<file path="src/hdl/wbit_pkg.sv">
// ============================================================================
// Work/break interval timer package
// Shared types and constants for the phase timer and its channels.
// ============================================================================
package wbit_pkg;

    // Item kinds on the input channel.
    typedef enum logic [2:0] {
        KIND_TICK    = 3'd0,
        KIND_CONFIRM = 3'd1,
        KIND_BACK    = 3'd2,
        KIND_UP      = 3'd3,
        KIND_DOWN    = 3'd4
    } kind_t;

    // Timer phases.
    typedef enum logic [1:0] {
        PH_IDLE  = 2'd0,
        PH_WORK  = 2'd1,
        PH_SHORT = 2'd2,
        PH_LONG  = 2'd3
    } phase_t;

    // Configuration register indexes.
    localparam logic [1:0] CFG_WORK_MS     = 2'd0;
    localparam logic [1:0] CFG_SHORT_MS    = 2'd1;
    localparam logic [1:0] CFG_LONG_MS     = 2'd2;
    localparam logic [1:0] CFG_CYCLES_LONG = 2'd3;

    localparam int unsigned CFG_INDEX_W = 2;
    localparam int unsigned CFG_DATA_W  = 32;

    // Reset values of the configuration registers.
    localparam logic [31:0] WORK_MS_RESET   = 32'd1500000;
    localparam logic [31:0] SHORT_MS_RESET  = 32'd300000;
    localparam logic [31:0] LONG_MS_RESET   = 32'd900000;
    localparam logic [3:0]  CYCLES_RESET    = 4'd4;

    localparam logic [31:0] MINUTE_MS       = 32'd60000;
    localparam logic [31:0] TIME_MAX        = 32'hFFFF_FFFF;
    localparam logic [31:0] UP_LIMIT        = TIME_MAX - MINUTE_MS;
    localparam logic [15:0] DONE_MAX        = 16'hFFFF;

    // Configuration register file.
    typedef struct packed {
        logic [31:0] work_ms;
        logic [31:0] short_break_ms;
        logic [31:0] long_break_ms;
        logic [3:0]  cycles_per_long_break;
    } cfg_t;

    // Timer state carried from item to item.
    typedef struct packed {
        phase_t      phase;
        logic        paused;
        logic [31:0] remaining;
        logic [3:0]  cycles;
        logic [15:0] completed;
    } timer_state_t;

    // Per-item event flags.
    typedef struct packed {
        logic expired;
        logic exit_req;
    } step_flags_t;

endpackage

</file>
<file path="src/hdl/wbit_in_if.sv">
// ============================================================================
// Timer input channel
// Carries one tick or button word with a valid/ready handshake.
// ============================================================================
interface wbit_in_if;
    logic        valid;
    logic        ready;
    logic [2:0]  kind;
    logic [15:0] elapsed_ms;

    modport source (output valid, output kind, output elapsed_ms, input ready);
    modport sink   (input valid, input kind, input elapsed_ms, output ready);
endinterface

</file>
<file path="src/hdl/wbit_out_if.sv">
// ============================================================================
// Timer result channel
// Carries one status word per input word with a valid/ready handshake.
// ============================================================================
interface wbit_out_if;
    logic        valid;
    logic        ready;
    logic [1:0]  phase;
    logic        is_paused;
    logic [31:0] time_left_ms;
    logic [3:0]  cycle_position;
    logic [15:0] work_done_count;
    logic        phase_expired;
    logic        exit_request;

    modport source (output valid, output phase, output is_paused, output time_left_ms,
                    output cycle_position, output work_done_count,
                    output phase_expired, output exit_request, input ready);
    modport sink   (input valid, input phase, input is_paused, input time_left_ms,
                    input cycle_position, input work_done_count,
                    input phase_expired, input exit_request, output ready);
endinterface

</file>
<file path="src/hdl/wbit_step.sv">
// ============================================================================
// Timer step logic
// Computes the next timer state and event flags for one input word.
// ============================================================================
module wbit_step
    import wbit_pkg::*;
(
    input  timer_state_t cur,
    input  cfg_t         cfg,
    input  logic [2:0]   kind,
    input  logic [15:0]  elapsed_ms,
    output timer_state_t nxt,
    output step_flags_t  flags
);

    logic [31:0] elapsed_ext;
    logic [31:0] tick_left;
    logic [4:0]  cycles_inc;
    logic        go_long;

    // Saturating countdown for a running tick.
    assign elapsed_ext = {16'd0, elapsed_ms};
    assign tick_left   = (elapsed_ext >= cur.remaining) ? 32'd0
                                                        : cur.remaining - elapsed_ext;

    // Cycle position after a finished work phase.
    assign cycles_inc = {1'b0, cur.cycles} + 5'd1;
    assign go_long    = (cycles_inc >= {1'b0, cfg.cycles_per_long_break});

    always_comb
    begin
        nxt   = cur;
        flags = '0;
        case (kind)
            KIND_TICK:
            begin
                if (!cur.paused && cur.phase != PH_IDLE)
                begin
                    nxt.remaining = tick_left;
                    if (tick_left == 32'd0)
                    begin
                        flags.expired = 1'b1;
                        nxt.paused    = 1'b0;
                        if (cur.phase == PH_WORK)
                        begin
                            if (cur.completed != DONE_MAX)
                            begin
                                nxt.completed = cur.completed + 16'd1;
                            end
                            if (go_long)
                            begin
                                nxt.cycles    = 4'd0;
                                nxt.phase     = PH_LONG;
                                nxt.remaining = cfg.long_break_ms;
                            end
                            else
                            begin
                                nxt.cycles    = cycles_inc[3:0];
                                nxt.phase     = PH_SHORT;
                                nxt.remaining = cfg.short_break_ms;
                            end
                        end
                        else
                        begin
                            nxt.phase     = PH_WORK;
                            nxt.remaining = cfg.work_ms;
                        end
                    end
                end
            end
            KIND_CONFIRM:
            begin
                if (cur.phase == PH_IDLE)
                begin
                    nxt.phase     = PH_WORK;
                    nxt.paused    = 1'b0;
                    nxt.remaining = cfg.work_ms;
                end
                else
                begin
                    nxt.paused = !cur.paused;
                end
            end
            KIND_BACK:
            begin
                if (cur.phase == PH_IDLE)
                begin
                    flags.exit_req = 1'b1;
                end
                else
                begin
                    nxt.phase     = PH_IDLE;
                    nxt.paused    = 1'b0;
                    nxt.remaining = cfg.work_ms;
                end
            end
            KIND_UP:
            begin
                nxt.remaining = (cur.remaining > UP_LIMIT) ? TIME_MAX
                                                           : cur.remaining + MINUTE_MS;
            end
            KIND_DOWN:
            begin
                nxt.remaining = (cur.remaining > MINUTE_MS) ? cur.remaining - MINUTE_MS
                                                            : 32'd0;
            end
            default:
            begin
                // Unused kinds leave the state alone.
                nxt = cur;
            end
        endcase
    end

endmodule

</file>
<file path="src/hdl/work_break_interval_timer.sv">
// ============================================================================
// Work/break interval timer
// Counts down work, short break and long break phases from tick and button
// words and reports the timer status after every word.
// ============================================================================
//
//  Channel   Dir   Handshake        Payload
//  in_ch     in    valid/ready      kind, elapsed_ms
//  out_ch    out   valid/ready      phase, is_paused, time_left_ms,
//                                   cycle_position, work_done_count,
//                                   phase_expired, exit_request
//  cfg       in    cfg_we           cfg_index, cfg_data
//
//  One word is accepted per cycle while the result channel does not stall;
//  each word passes the input register, then the result register.
//  The combinational state update between those registers sets that rate.
//  Reset loads the configuration defaults and the idle timer state.
//  While a result waits, one more word is still taken into the input register.
//
module work_break_interval_timer
    import wbit_pkg::*;
(
    input  logic                   clk,
    input  logic                   rst_n,
    wbit_in_if.sink                in_ch,
    wbit_out_if.source             out_ch,
    input  logic                   cfg_we,
    input  logic [CFG_INDEX_W-1:0] cfg_index,
    input  logic [CFG_DATA_W-1:0]  cfg_data
);

    cfg_t         cfg_reg;
    timer_state_t state_reg;
    timer_state_t state_next;
    step_flags_t  flags_next;

    logic        in_valid_reg;
    logic [2:0]  in_kind_reg;
    logic [15:0] in_elapsed_reg;

    logic        out_valid_reg;
    logic [1:0]  out_phase_reg;
    logic        out_paused_reg;
    logic [31:0] out_time_reg;
    logic [3:0]  out_cycles_reg;
    logic [15:0] out_done_reg;
    logic        out_expired_reg;
    logic        out_exit_reg;

    logic in_accept;
    logic step_go;

    // Handshake control.
    assign step_go     = in_valid_reg && (!out_valid_reg || out_ch.ready);
    assign in_ch.ready = !in_valid_reg || step_go;
    assign in_accept   = in_ch.valid && in_ch.ready;

    // Configuration registers.
    always_ff @(posedge clk or negedge rst_n)
    begin
        if (!rst_n)
        begin
            cfg_reg.work_ms               <= WORK_MS_RESET;
            cfg_reg.short_break_ms        <= SHORT_MS_RESET;
            cfg_reg.long_break_ms         <= LONG_MS_RESET;
            cfg_reg.cycles_per_long_break <= CYCLES_RESET;
        end
        else if (cfg_we)
        begin
            unique case (cfg_index)
                CFG_WORK_MS:     cfg_reg.work_ms        <= cfg_data;
                CFG_SHORT_MS:    cfg_reg.short_break_ms <= cfg_data;
                CFG_LONG_MS:     cfg_reg.long_break_ms  <= cfg_data;
                CFG_CYCLES_LONG: cfg_reg.cycles_per_long_break <= cfg_data[3:0];
                default:         cfg_reg <= cfg_reg;
            endcase
        end
    end

    // Input word register.
    always_ff @(posedge clk or negedge rst_n)
    begin
        if (!rst_n)
        begin
            in_valid_reg <= 1'b0;
        end
        else if (in_accept)
        begin
            in_valid_reg <= 1'b1;
        end
        else if (step_go)
        begin
            in_valid_reg <= 1'b0;
        end
    end

    always_ff @(posedge clk)
    begin
        if (in_accept)
        begin
            in_kind_reg    <= in_ch.kind;
            in_elapsed_reg <= in_ch.elapsed_ms;
        end
    end

    // Next-state logic for the registered word.
    wbit_step u_step (
        .cur        (state_reg),
        .cfg        (cfg_reg),
        .kind       (in_kind_reg),
        .elapsed_ms (in_elapsed_reg),
        .nxt        (state_next),
        .flags      (flags_next)
    );

    // Timer state.
    always_ff @(posedge clk or negedge rst_n)
    begin
        if (!rst_n)
        begin
            state_reg.phase     <= PH_IDLE;
            state_reg.paused    <= 1'b0;
            state_reg.remaining <= WORK_MS_RESET;
            state_reg.cycles    <= 4'd0;
            state_reg.completed <= 16'd0;
        end
        else if (step_go)
        begin
            state_reg <= state_next;
        end
    end

    // Result register.
    always_ff @(posedge clk or negedge rst_n)
    begin
        if (!rst_n)
        begin
            out_valid_reg <= 1'b0;
        end
        else if (step_go)
        begin
            out_valid_reg <= 1'b1;
        end
        else if (out_ch.ready)
        begin
            out_valid_reg <= 1'b0;
        end
    end

    always_ff @(posedge clk)
    begin
        if (step_go)
        begin
            out_phase_reg   <= state_next.phase;
            out_paused_reg  <= state_next.paused;
            out_time_reg    <= state_next.remaining;
            out_cycles_reg  <= state_next.cycles;
            out_done_reg    <= state_next.completed;
            out_expired_reg <= flags_next.expired;
            out_exit_reg    <= flags_next.exit_req;
        end
    end

    assign out_ch.valid           = out_valid_reg;
    assign out_ch.phase           = out_phase_reg;
    assign out_ch.is_paused       = out_paused_reg;
    assign out_ch.time_left_ms    = out_time_reg;
    assign out_ch.cycle_position  = out_cycles_reg;
    assign out_ch.work_done_count = out_done_reg;
    assign out_ch.phase_expired   = out_expired_reg;
    assign out_ch.exit_request    = out_exit_reg;

    // A paused timer is never idle.
    a_pause_not_idle: assert property (@(posedge clk) disable iff (!rst_n)
        state_reg.paused |-> (state_reg.phase != PH_IDLE))
        else $error("paused while idle");

    // An exit request only comes with an idle result.
    a_exit_idle: assert property (@(posedge clk) disable iff (!rst_n)
        (out_valid_reg && out_exit_reg) |-> (out_phase_reg == PH_IDLE && !out_expired_reg))
        else $error("exit request outside idle");

    // A phase change by expiry always starts the new phase running.
    a_expire_running: assert property (@(posedge clk) disable iff (!rst_n)
        (out_valid_reg && out_expired_reg) |-> (!out_paused_reg && out_phase_reg != PH_IDLE))
        else $error("expired into paused or idle phase");

    // The completed count never goes down.
    a_done_monotonic: assert property (@(posedge clk) disable iff (!rst_n)
        step_go |=> (state_reg.completed >= $past(state_reg.completed)))
        else $error("completed count decreased");

    // State only moves when a word advances.
    a_state_hold: assert property (@(posedge clk) disable iff (!rst_n)
        !step_go |=> $stable(state_reg))
        else $error("state changed without a word");

endmodule

</file>
<file path="src/flat_wrapper.sv">
// flat-port wrapper written by rule: the top's interface ports become plain ports
module work_break_interval_timer_flat import wbit_pkg::*;
  (clk, rst_n, cfg_we, cfg_index, cfg_data, in_ch_valid, in_ch_kind, in_ch_elapsed_ms, in_ch_ready, out_ch_valid, out_ch_phase, out_ch_is_paused, out_ch_time_left_ms, out_ch_cycle_position, out_ch_work_done_count, out_ch_phase_expired, out_ch_exit_request, out_ch_ready);
  wbit_in_if in_ch_i ();
  wbit_out_if out_ch_i ();
  input  logic clk;
  input  logic rst_n;
  input  logic cfg_we;
  input  logic [CFG_INDEX_W-1:0] cfg_index;
  input  logic [CFG_DATA_W-1:0] cfg_data;
  input wire logic [$bits(in_ch_i.valid)-1:0] in_ch_valid;
  input wire logic [$bits(in_ch_i.kind)-1:0] in_ch_kind;
  input wire logic [$bits(in_ch_i.elapsed_ms)-1:0] in_ch_elapsed_ms;
  output wire logic [$bits(in_ch_i.ready)-1:0] in_ch_ready;
  output wire logic [$bits(out_ch_i.valid)-1:0] out_ch_valid;
  output wire logic [$bits(out_ch_i.phase)-1:0] out_ch_phase;
  output wire logic [$bits(out_ch_i.is_paused)-1:0] out_ch_is_paused;
  output wire logic [$bits(out_ch_i.time_left_ms)-1:0] out_ch_time_left_ms;
  output wire logic [$bits(out_ch_i.cycle_position)-1:0] out_ch_cycle_position;
  output wire logic [$bits(out_ch_i.work_done_count)-1:0] out_ch_work_done_count;
  output wire logic [$bits(out_ch_i.phase_expired)-1:0] out_ch_phase_expired;
  output wire logic [$bits(out_ch_i.exit_request)-1:0] out_ch_exit_request;
  input wire logic [$bits(out_ch_i.ready)-1:0] out_ch_ready;
  assign in_ch_i.valid = in_ch_valid;
  assign in_ch_i.kind = in_ch_kind;
  assign in_ch_i.elapsed_ms = in_ch_elapsed_ms;
  assign in_ch_ready = in_ch_i.ready;
  assign out_ch_valid = out_ch_i.valid;
  assign out_ch_phase = out_ch_i.phase;
  assign out_ch_is_paused = out_ch_i.is_paused;
  assign out_ch_time_left_ms = out_ch_i.time_left_ms;
  assign out_ch_cycle_position = out_ch_i.cycle_position;
  assign out_ch_work_done_count = out_ch_i.work_done_count;
  assign out_ch_phase_expired = out_ch_i.phase_expired;
  assign out_ch_exit_request = out_ch_i.exit_request;
  assign out_ch_i.ready = out_ch_ready;
  work_break_interval_timer u_core (.clk(clk), .rst_n(rst_n), .in_ch(in_ch_i), .out_ch(out_ch_i), .cfg_we(cfg_we), .cfg_index(cfg_index), .cfg_data(cfg_data));
endmodule
</file>
<file path="config.mk">
export PLATFORM = sky130hd
export DESIGN_NAME = work_break_interval_timer_flat
export DESIGN_NICKNAME = d
export VERILOG_FILES = /design/src/hdl/wbit_pkg.sv /design/src/hdl/wbit_in_if.sv /design/src/hdl/wbit_out_if.sv /design/src/hdl/wbit_step.sv /design/src/hdl/work_break_interval_timer.sv /design/src/flat_wrapper.sv
export SDC_FILE = /design/constraint.sdc
export NUM_CORES = 1
export LEC_CHECK = 0
export ABC_CLOCK_PERIOD_IN_PS = 6100
export BUFFER_PORTS_ARGS = -buffer_cell sky130_fd_sc_hd__clkbuf_2
export CAP_MARGIN = 20
export CORE_MARGIN = 5
export CORE_UTILIZATION = 61
export DETAILED_ROUTE_END_ITERATION = 7
export GPL_TIMING_DRIVEN = 1
export PLACE_DENSITY = 0.81
export SLEW_MARGIN = 20
export SYNTH_ARGS = -nofsm -noshare
export SYNTH_HDL_FRONTEND = slang
export SYNTH_SLANG_ARGS = --single-unit
export TNS_END_PERCENT = 5
</file>
<file path="constraint.sdc">
create_clock -name clk -period 6.1 [get_ports clk]
set_input_delay 0.61 -clock clk [delete_from_list [all_inputs] [get_ports clk]]
set_output_delay 0.61 -clock clk [all_outputs]
set_load 0.01 [all_outputs]
</file>
==> impl_metrics.yaml <==
yosys:
  syn_area_um2: 14700
  synth_xor_area_share_pct: 4.48
  ys_warn_count: 0
  synth_edf_count: 76
  synthFlopType: "dfrtp_1"
  synth_most_common_cell: "nand2_1"
  yosys.cell_types.count: 76
  synthAdderAreaFrac_pct: 2.19
  synth_top_family_by_area: "compound AO/OA/AOI/OAI gates"
  ys_ff_latch: 233
  ys_top_cells_by_area: "dfrtp_1 (20%), edfxtp_1 (16%), mux2_2 (8.4%)"
  syn_inst: 1561
  ys_seq_area_share_pct: 42.7
  synth_top_area_share_pct: 20.0
  synthMuxAreaShare_pct: 10.8
  synthArstFlopShare_pct: 67.4
  yosysTopAreaCell: "dfrtp_1"
  avgSynthCellArea_um2: 9.39
  ys_top_cells_by_count: "nand2_1 (164), a21oi_1 (152), dfrtp_1 (117)"
  syn_nets: 1644
  synth-simple-area-share_pct: 15.2
  synth_compound_area_share_pct: 20.4
grt:
  met2_usage_pct: 56.5
  met1_usage_pct: 48.5
  grt_most_used_layer: "met2"
  grt_pass1_vias: 12800
  grt_start_max_net_pins: 66
  use_met3_pct: 7.76
  track_usage_pct: 36.2
  grt_pass1_wl_mm: 76.0
  gr-total-overflow: 0
  antenna_found_initial: 1
die:
  rows: 56
  io_pins: 117
  dieHeight_um: 165
  start_util_pct: 62.3
  core_um2: 23500
  die-area_um2: 27200
  die_w_um: 165
clocking:
  clkLatencyLatePin_ps: 560
  cts_sinks: 233
  cts_resized: 0
  cts_root_buf: "clkbuf_16"
  clk_pin_slew_ps: 60
  cts_setup_buffers: 0
  cts_tree: "built"
  clk_path_buf_depth: 3
  cts_max_level: 1
  cts_hold_buf: 0
  cts_buffers: 26
sta:
  slew_headroom_pct: 20.1
  final_hold_viol_count: 0
  clock.fmax_mhz: 192
  min_period_ps: 5220
  fin_ws_ps: 880
  fin_crit_sh_pct: 85.6
  final.setup_skew_ps: 16.4
  worst_pin_slew_ps: 1190
  slew_viol_final: 0
  rsz0062_at_grt: "false"
  setup_viol: 0
  final.setup.tns_ps: 0
flow_run:
  cap_violations: 0
power_and_ir_drop:
  power.leakage_nw: 6.73
  fin_total_pwr_w: 0.00700
  power.density_nw_per_um2: 427
  ir_drop_v: 0.000336
critical_path:
  worst-path-stages: 14
  r2r_start: "u_core.state_reg[20]$_DFFE_PN0P_"
  path_max_fanout: 13
  rr_worst_depth: 14
  endpoint: "u_core.out_ch.cycle_position[0]$_DFFE_PP_"
  worstPathRequired_ps: 6410
  crit_path_frequent_cell: "or4_1"
  regToRegSetupSlack_ps: 880
  worstReg2RegEnd: "u_core.out_ch.cycle_position[0]$_DFFE_PP_"
  startpoint: "u_core.state_reg[20]$_DFFE_PN0P_"
  crit_path_end_kind: "flop"
  critPathKind: "flop to flop"
  path_cells: "inv_1, ha_1, fa_1, nand2b_1, a211oi_2, nor2_1, xnor2_1, or3_1, or4_1, or4_1, or4_4, a21bo_4, nor2_2, mux2_2"
  critPathTopFamily: "simple AND/OR/NAND/NOR gates"
  crit_buf_inv: 1
  slowest_stage: "or4_4"
  startpoint_type: "flop"
  cp_slowest_stage_delay_ps: 590
  arrival_ps: 5530
route:
  viasPerCell: 6.86
  wl_per_cell_um: 25.2
  dr.pass1.iters: 6
  drtIter0Drc: 1829
  post-route-drc-count: 0
  num_vias: 13400
  ant_nets: 0
  wl_mm: 49.3
final_layout:
  drive_gt1_share_pct: 23.1
  area_growth_pct: 12.0
  nets: 1702
  final.fill_count: 1790
  largest_reg_flops: 100
  antenna_cells: 0
  fin_cells: 1958
placed_design:
  place_ws_ps: 980
  dp_hpwl_mm: 34.2
  port_buffers: 116
  placed_cells: 1910
  gp_congestion: 1.07
min_path:
  hold_path.class: "input pin to asynchronous set/reset pin"
outcome:
  status: "finished, final reports clean"
[how the worst min path moves through the flow]
stage                     depth (start not counted)  slack (ps)                          endpoint                            from
after floorplan                                   0         310     u_core.cfg_reg[0]$_DFFE_PN0P_                           rst_n
after global placement                            1         480    u_core.cfg_reg[31]$_DFFE_PN0P_  u_core.cfg_reg[31]$_DFFE_PN0P_
after detailed placement                          1         490    u_core.cfg_reg[26]$_DFFE_PN0P_  u_core.cfg_reg[26]$_DFFE_PN0P_
after CTS                                         1          60  u_core.state_reg[44]$_DFFE_PN0P_                           rst_n
after global routing                              1         100  u_core.state_reg[41]$_DFFE_PN0P_                           rst_n
final                                             1          40  u_core.state_reg[51]$_DFFE_PN0P_                           rst_n
[report_power, final]
| part | leakage [nW] | internal (W) | switching, W |
|---|---|---|---|
| Clock | 0.457 | 0.000962 | 0.000699 |
| Combinational | 3.70 | 0.00107 | 0.00171 |
| Sequential | 2.57 | 0.00202 | 0.000542 |
| Total | 6.73 | 0.00405 | 0.00295 |
[area by class of cell]
cell class / count / area (µm²) / area share (%)
sequential: 233 / 6260 / 38.2
clock inverter: 14 / 138 / 0.839
tap: 319 / 399 / 2.43
inverter: 35 / 133 / 0.808
multi-input combinational: 1170 / 7820 / 47.6
clock buffer: 34 / 785 / 4.78
timing repair buffer: 153 / 877 / 5.35
[logic make-up after synthesis]
group	count (synthesis)
AO/OA/AOI/OAI	465
AND/OR/NAND/NOR	461
flip-flops	233
buffers and inverters	158
multiplexers	144
XOR/XNOR	75
adder cells (fa/ha/maj)	25
[worst reg2reg max path, stage by stage (launching register included)]
cell	delay, ps
dfrtp_1	460
inv_1	70
ha_1	210
fa_1	430
nand2b_1	200
a211oi_2	250
nor2_1	110
xnor2_1	160
or3_1	400
or4_1	430
or4_1	530
or4_4	590
a21bo_4	350
nor2_2	380
mux2_2	390
[through the flow]
step / area, µm² / utilization [%] / hold WS (ps)
after global routing: 16400 / 69.7 / 100
final: 16400 / 69.7 / 40.0
after global placement: 15500 / 65.8 / 482
after floorplan: 14700 / - / 314
after detailed placement: 15500 / 65.8 / 492
after CTS: 16400 / 69.7 / 62.9
[routing by layer]
metal / vias up / wire length (µm)
li1: 5935 / -
met1: 6422 / 18900
met5: - / 0
met4: 0 / 2830
met2: 899 / 22300
met3: 183 / 5270
[cell usage in the layout, fill, tap and decap left out, drive strengths merged, types with 6 or more instances in the layout]
| master | n |
|---|---|
| nand2 | 164 |
| inv | 38 |
| nand4 | 35 |
| o221a | 7 |
| or4 | 8 |
| edfxtp | 76 |
| dfstp | 40 |
| o22ai | 7 |
| a21o | 10 |
| xor2 | 21 |
| a21oi | 152 |
| nand2b | 13 |
| nor2 | 101 |
| or3 | 6 |
| clkbuf | 149 |
| a221oi | 43 |
| and3 | 29 |
| a31oi | 22 |
| nor4 | 13 |
| ha | 24 |
| clkinv | 9 |
| mux2i | 35 |
| o21a | 15 |
| nor3 | 21 |
| nand3 | 30 |
| a211oi | 26 |
| o21ai | 104 |
| buf | 38 |
| dfrtp | 117 |
| mux2 | 109 |
| xnor2 | 54 |
| o211ai | 20 |
| nor2b | 11 |
No activity file was read; power rests on OpenSTA's default activity.
